===== config.mk =====
export PLATFORM = sky130hd
export DESIGN_NAME = lzd_front
export DESIGN_NICKNAME = d
export VERILOG_FILES = /design/src/lzd_pkg.sv /design/src/lzd_front.sv
export SDC_FILE = /design/constraint.sdc
export NUM_CORES = 1
export LEC_CHECK = 0
export BUFFER_PORTS_ARGS = -buffer_cell sky130_fd_sc_hd__buf_4
export CAP_MARGIN = 5
export CORE_ASPECT_RATIO = 1.1
export CORE_MARGIN = 2
export CORE_UTILIZATION = 40
export DETAILED_ROUTE_END_ITERATION = 16
export GPL_TIMING_DRIVEN = 0
export HOLD_SLACK_MARGIN = 0.15
export PLACE_DENSITY = 0.75
export SLEW_MARGIN = 20
export SYNTH_ARGS = -nofsm -noshare
export SYNTH_HDL_FRONTEND = slang
export SYNTH_SLANG_ARGS = --single-unit

===== constraint.sdc =====
create_clock -name clk -period 1.9 [get_ports clk]
set_input_delay 0.475 -clock clk [delete_from_list [all_inputs] [get_ports clk]]
set_output_delay 0.475 -clock clk [all_outputs]
set_load 0.02 [all_outputs]

===== src/lzd_pkg.sv =====
`default_nettype none
package lzd_pkg;

  // Sizes of the input byte queue and of the history window.
  localparam int FIFO_DEPTH   = 8;
  localparam int FIFO_AW      = $clog2(FIFO_DEPTH);
  localparam int FIFO_CW      = $clog2(FIFO_DEPTH + 1);
  localparam int AVAIL_W      = FIFO_CW + 3;
  localparam int WINDOW_DEPTH = 4096;
  localparam int WIN_AW       = $clog2(WINDOW_DEPTH);

  // Request codes.
  typedef enum logic [1:0] {
    REQ_PUSH    = 2'd0,
    REQ_PULL    = 2'd1,
    REQ_RESTART = 2'd2,
    REQ_NONE    = 2'd3
  } req_e;

  // Result status codes.
  typedef enum logic [2:0] {
    ST_PUSHED = 3'd0,
    ST_FULL   = 3'd1,
    ST_BYTE   = 3'd2,
    ST_STARVE = 3'd3,
    ST_ERROR  = 3'd4
  } status_e;

  // Bit stream parse phases.
  typedef enum logic [2:0] {
    PH_CMD   = 3'd0,
    PH_HAS   = 3'd1,
    PH_LOW   = 3'd2,
    PH_MSB_Z = 3'd3,
    PH_MSB_B = 3'd4,
    PH_LEN_Z = 3'd5,
    PH_LEN_B = 3'd6,
    PH_RUN   = 3'd7
  } phase_e;

  // Current command kind.
  typedef enum logic [1:0] {
    K_NONE = 2'd0,
    K_LIT  = 2'd1,
    K_LAST = 2'd2,
    K_NEW  = 2'd3
  } kind_e;

  // Execution engine states.
  typedef enum logic [2:0] {
    E_IDLE,
    E_PULL,
    E_SHIFT,
    E_RD,
    E_RDW
  } eng_state_e;

  // One queued request.
  typedef struct packed {
    logic [1:0] req_type;
    logic [7:0] data;
  } req_t;

endpackage
`default_nettype wire


===== src/lzd_front.sv =====
`default_nettype none
module lzd_front (
  input  wire logic         clk,
  input  wire logic         rst_n,
  input  wire logic         in_valid,
  output logic              in_ready,
  input  wire logic [1:0]   in_req_type,
  input  wire logic [7:0]   in_byte,
  output logic              req_valid,
  input  wire logic         req_ready,
  output lzd_pkg::req_t     req
);

  // Two-entry request queue between the port and the engine.
  lzd_pkg::req_t q_r [2];
  logic          rd_ptr_r, rd_ptr_nxt;
  logic          wr_ptr_r, wr_ptr_nxt;
  logic [1:0]    cnt_r, cnt_nxt;
  logic          push, pop;

  assign in_ready  = (cnt_r != 2'd2);
  assign req_valid = (cnt_r != 2'd0);
  assign req       = q_r[rd_ptr_r];
  assign push      = in_valid && in_ready;
  assign pop       = req_valid && req_ready;

  // Pointer and occupancy update.
  always_comb begin
    rd_ptr_nxt = pop  ? ~rd_ptr_r : rd_ptr_r;
    wr_ptr_nxt = push ? ~wr_ptr_r : wr_ptr_r;
    cnt_nxt    = cnt_r + {1'b0, push} - {1'b0, pop};
  end

  always_ff @(posedge clk) begin
    if (!rst_n) begin
      rd_ptr_r <= 1'b0;
      wr_ptr_r <= 1'b0;
      cnt_r    <= 2'd0;
    end else begin
      rd_ptr_r <= rd_ptr_nxt;
      wr_ptr_r <= wr_ptr_nxt;
      cnt_r    <= cnt_nxt;
    end
  end

  // Queue storage.
  always_ff @(posedge clk) begin
    if (push) begin
      q_r[wr_ptr_r].req_type <= in_req_type;
      q_r[wr_ptr_r].data     <= in_byte;
    end
  end

  qfull_no_push: assert property (@(posedge clk) disable iff (!rst_n)
    (cnt_r == 2'd2) |=> (cnt_r != 2'd0))
    else $error("queue drained by more than one entry in a cycle");
  qcnt_range: assert property (@(posedge clk) disable iff (!rst_n)
    (cnt_r != 2'd3))
    else $error("queue occupancy out of range");
  qpop_needs_data: assert property (@(posedge clk) disable iff (!rst_n)
    (cnt_r == 2'd0) |=> (cnt_r != 2'd2))
    else $error("queue grew by two in one cycle");

endmodule
`default_nettype wire


==> impl_results.md <==
* Starting Density at a little over two fifths
* Crit-path cells: clkbuf_4, mux2_2, buf_4
* Width of the chip at 50.6 um
* Setup crit start kind: flip-flop
* Area leader, netlist: edfxtp_1
* Final setup fails at 0
* Outcome: finished, final reports clean
* Drt pass-1 iters at 4
* Final worst slack at 77.1 ps
* Synth cell types at 16
* Leak pwr at 0.474 nW
* IO buf count at 25
* Core Rows at 18
* Worst endpoint required time at around 1400 ps
* Pre-CTS setup slack at 156 ps
* Post-route cell area at 1210 um2
* VDD IR max at 0.728 mV
* Routed wire length at 1350 um
* Vias at 527
* Setup_tns at 0 ps
* Crit path buf inv count at 2
* Final Cycle Share at 95.9%
* RSZ-0062 raised after global routing: false
* Ys flop type: edfxtp_1
* Worst skew pair latency at 300 ps
* Worst EP arrival at 1350 ps
* Finished Layout Cells at 114
* Peak Freq at between 500 and 600 MHz
* Synthesized Nets at 71
* Final hold vios at 0
* CP max stage cell: mux2_2
* Clock-pin transition on the worst setup and hold timing paths at roughly 120 ps
* Root Buffer Master: clkbuf_4
* Worst-path fanout max at 10
* R2R Setup Slk at 210 ps
* Final nets at 101
* Sequential element share of the synthesized area at roughly three quarters
* Hold Path Class: input pin to flip-flop
* Post-Synthesis Cells at 55
* # diodes at 0
* DR vias/cell at 4.62
* Deepest clock path buffer count at 2
* Initial antenna violation count at 0
* Max incr delay on CP at 360 ps
* Stages on the worst setup path at 3
* Slew HR at 42.5%
* Post-Place Cells at 110
* FFs w/ async S/R, synth at 0%
* Post-route antenna net violation count at 0
* Synth cell count leaders: edfxtp_1 (20), mux2_2 (10), dfxtp_1 (5)
* Drt drc at 0
* Hold Worst Slack at 347 ps
* Power Density at between 1000 and 1500 nW/um2
* CP delay by family, top: buffers and inverters
* Synthesized flop and latch total at 25
* Mean instance size in the synthesized netlist at 17.3 um2
* Syn Std Cell Area at about 950 um2
* Reg2reg path depth at 3
* Fraction of layout instances using a drive strength above 1 at ~50%
* DP Area at 1180 um2
* Max cap viols at 0
* Die height at 55.2 um
* First-pass GRT wire length at 2150 um
* IO Count at 26
* Hold buffers post-CTS at 0
* Htree depth at 1
* # fillers at 207
* Worst setup path end: req[2]
* DIE AREA at 2790 um2
* Synth warn at 0
* Synthesis-to-finish area growth at 26.8%
* Post-synth EDFFs at 20
* Clock sink count at 25
* WS Path Type: flip-flop to output port
* Max Slew Vio Count at 0
* Synth area leaders: edfxtp_1 (63%), mux2_2 (12%), dfxtp_1 (10%)
* DPL Wire Length at 993 um
* Synth top area share at a little over three fifths
* CP endpoint kind: output port
* Clk_skew at 0.565 ps
* Most frequent cell after synthesis: edfxtp_1
* Num CTS Buffers at 3
* Tmin final at 1820 ps
* Worst slew pin tran at 860 ps
* Storage cell area at 701 um2
* Vias in the first global route at 541
* GR Overflow Total at 0
* R2R Path End: q_r[0][1]
* Core area at approximately 2300 um2
* CTS tree: yes
* GP Congestion at 0.632
* Pin count of the biggest net entering global routing at 15
* Wire per inst at 11.8 um
* Gr usage total at 10.4%
* Starting DRT DRC Count at 4
* Worst reg2reg startpoint: cnt_r[0]
* Worst min-delay path startpoint: in_byte[0]
* Area of the multi-input gates at 244 um2
[state kept, by name (all words and copies together), names as in the netlist, named ones only]
signal and count:
q_r 20, cnt_r 2, rd_ptr_r 1, wr_ptr_r 1
[cells in the final DEF (no fill, tap or decap)]
cell,Yosys,layout
nand2_1,2,2
xnor2_1,3,3
nor2b_1,2,2
buf_4,0,25
or2_2,1,1
ha_1,2,2
o21a_2,1,1
inv_1,1,1
clkbuf_4,0,4
and3_1,1,1
edfxtp_1,20,20
and2_1,2,2
mux2_2,10,10
nor2_1,1,1
clkinv_2,0,1
dfxtp_1,5,5
nand2b_1,2,2
mux2i_1,1,1
[worst min path at each step]
| stage | depth (start not counted) | slack [ps] | to |
|---|---|---|---|
| finish | 1 | 350 | q_r[0][0] |
| detailed placement | 2 | 490 | wr_ptr_r |
| CTS | 1 | 330 | q_r[0][0] |
| global placement | 2 | 470 | wr_ptr_r |
| floorplan | 2 | 450 | wr_ptr_r |
| global route | 1 | 310 | q_r[0][3] |
[final cells by class]
class	count	share of cell area [%]
multi-input cells	28	20.2
inverters	1	0.311
plain buffers	1	0.621
repair buffers	25	15.5
flip-flops and latches	25	58.0
well taps	30	3.11
clock buffers	3	1.86
clock inverters	1	0.414
[what timing repair did]
item,in CTS,in global routing
endpoints found under the setup margin,0,10
endpoints found under the hold margin,0,0
gates resized for setup,0,1
setup buffers,0,0
[cells by family after synthesis]
logic type / Yosys count / share of synthesized area (%)
compound gates: 1 / 0.919
xor+xnor: 3 / 2.76
fa+ha+maj: 2 / 2.62
buf+inv: 2 / 0.918
flops: 25 / 73.5
mux: 11 / 12.9
simple gates: 11 / 6.43
[power by group]
group          switching, mW  internal (mW)  leakage (nW)
Sequential            0.0374          0.695         0.228
Clock                  0.141         0.0785        0.0177
Combinational          0.276          0.276         0.228
Total                  0.454           1.05         0.474
[through the flow]
step | util [%] | total power, mW
4_1_cts | 53.6 | 1.53
3_3_place_gp | 52.3 | 1.29
3_5_place_dp | 52.3 | 1.30
2_1_floorplan | - | 1.10
5_1_grt | 53.7 | 1.60
6_report | 53.7 | 1.50
[metal layers]
layer	GRT usage, %	wire [um]	up-vias
li1	-	-	258
met1	9.57	521	251
met2	19.0	701	18
met3	4.05	128	0
met4	5.79	0	0
met5	0	0	-
(Power assumes the default switching activity.)
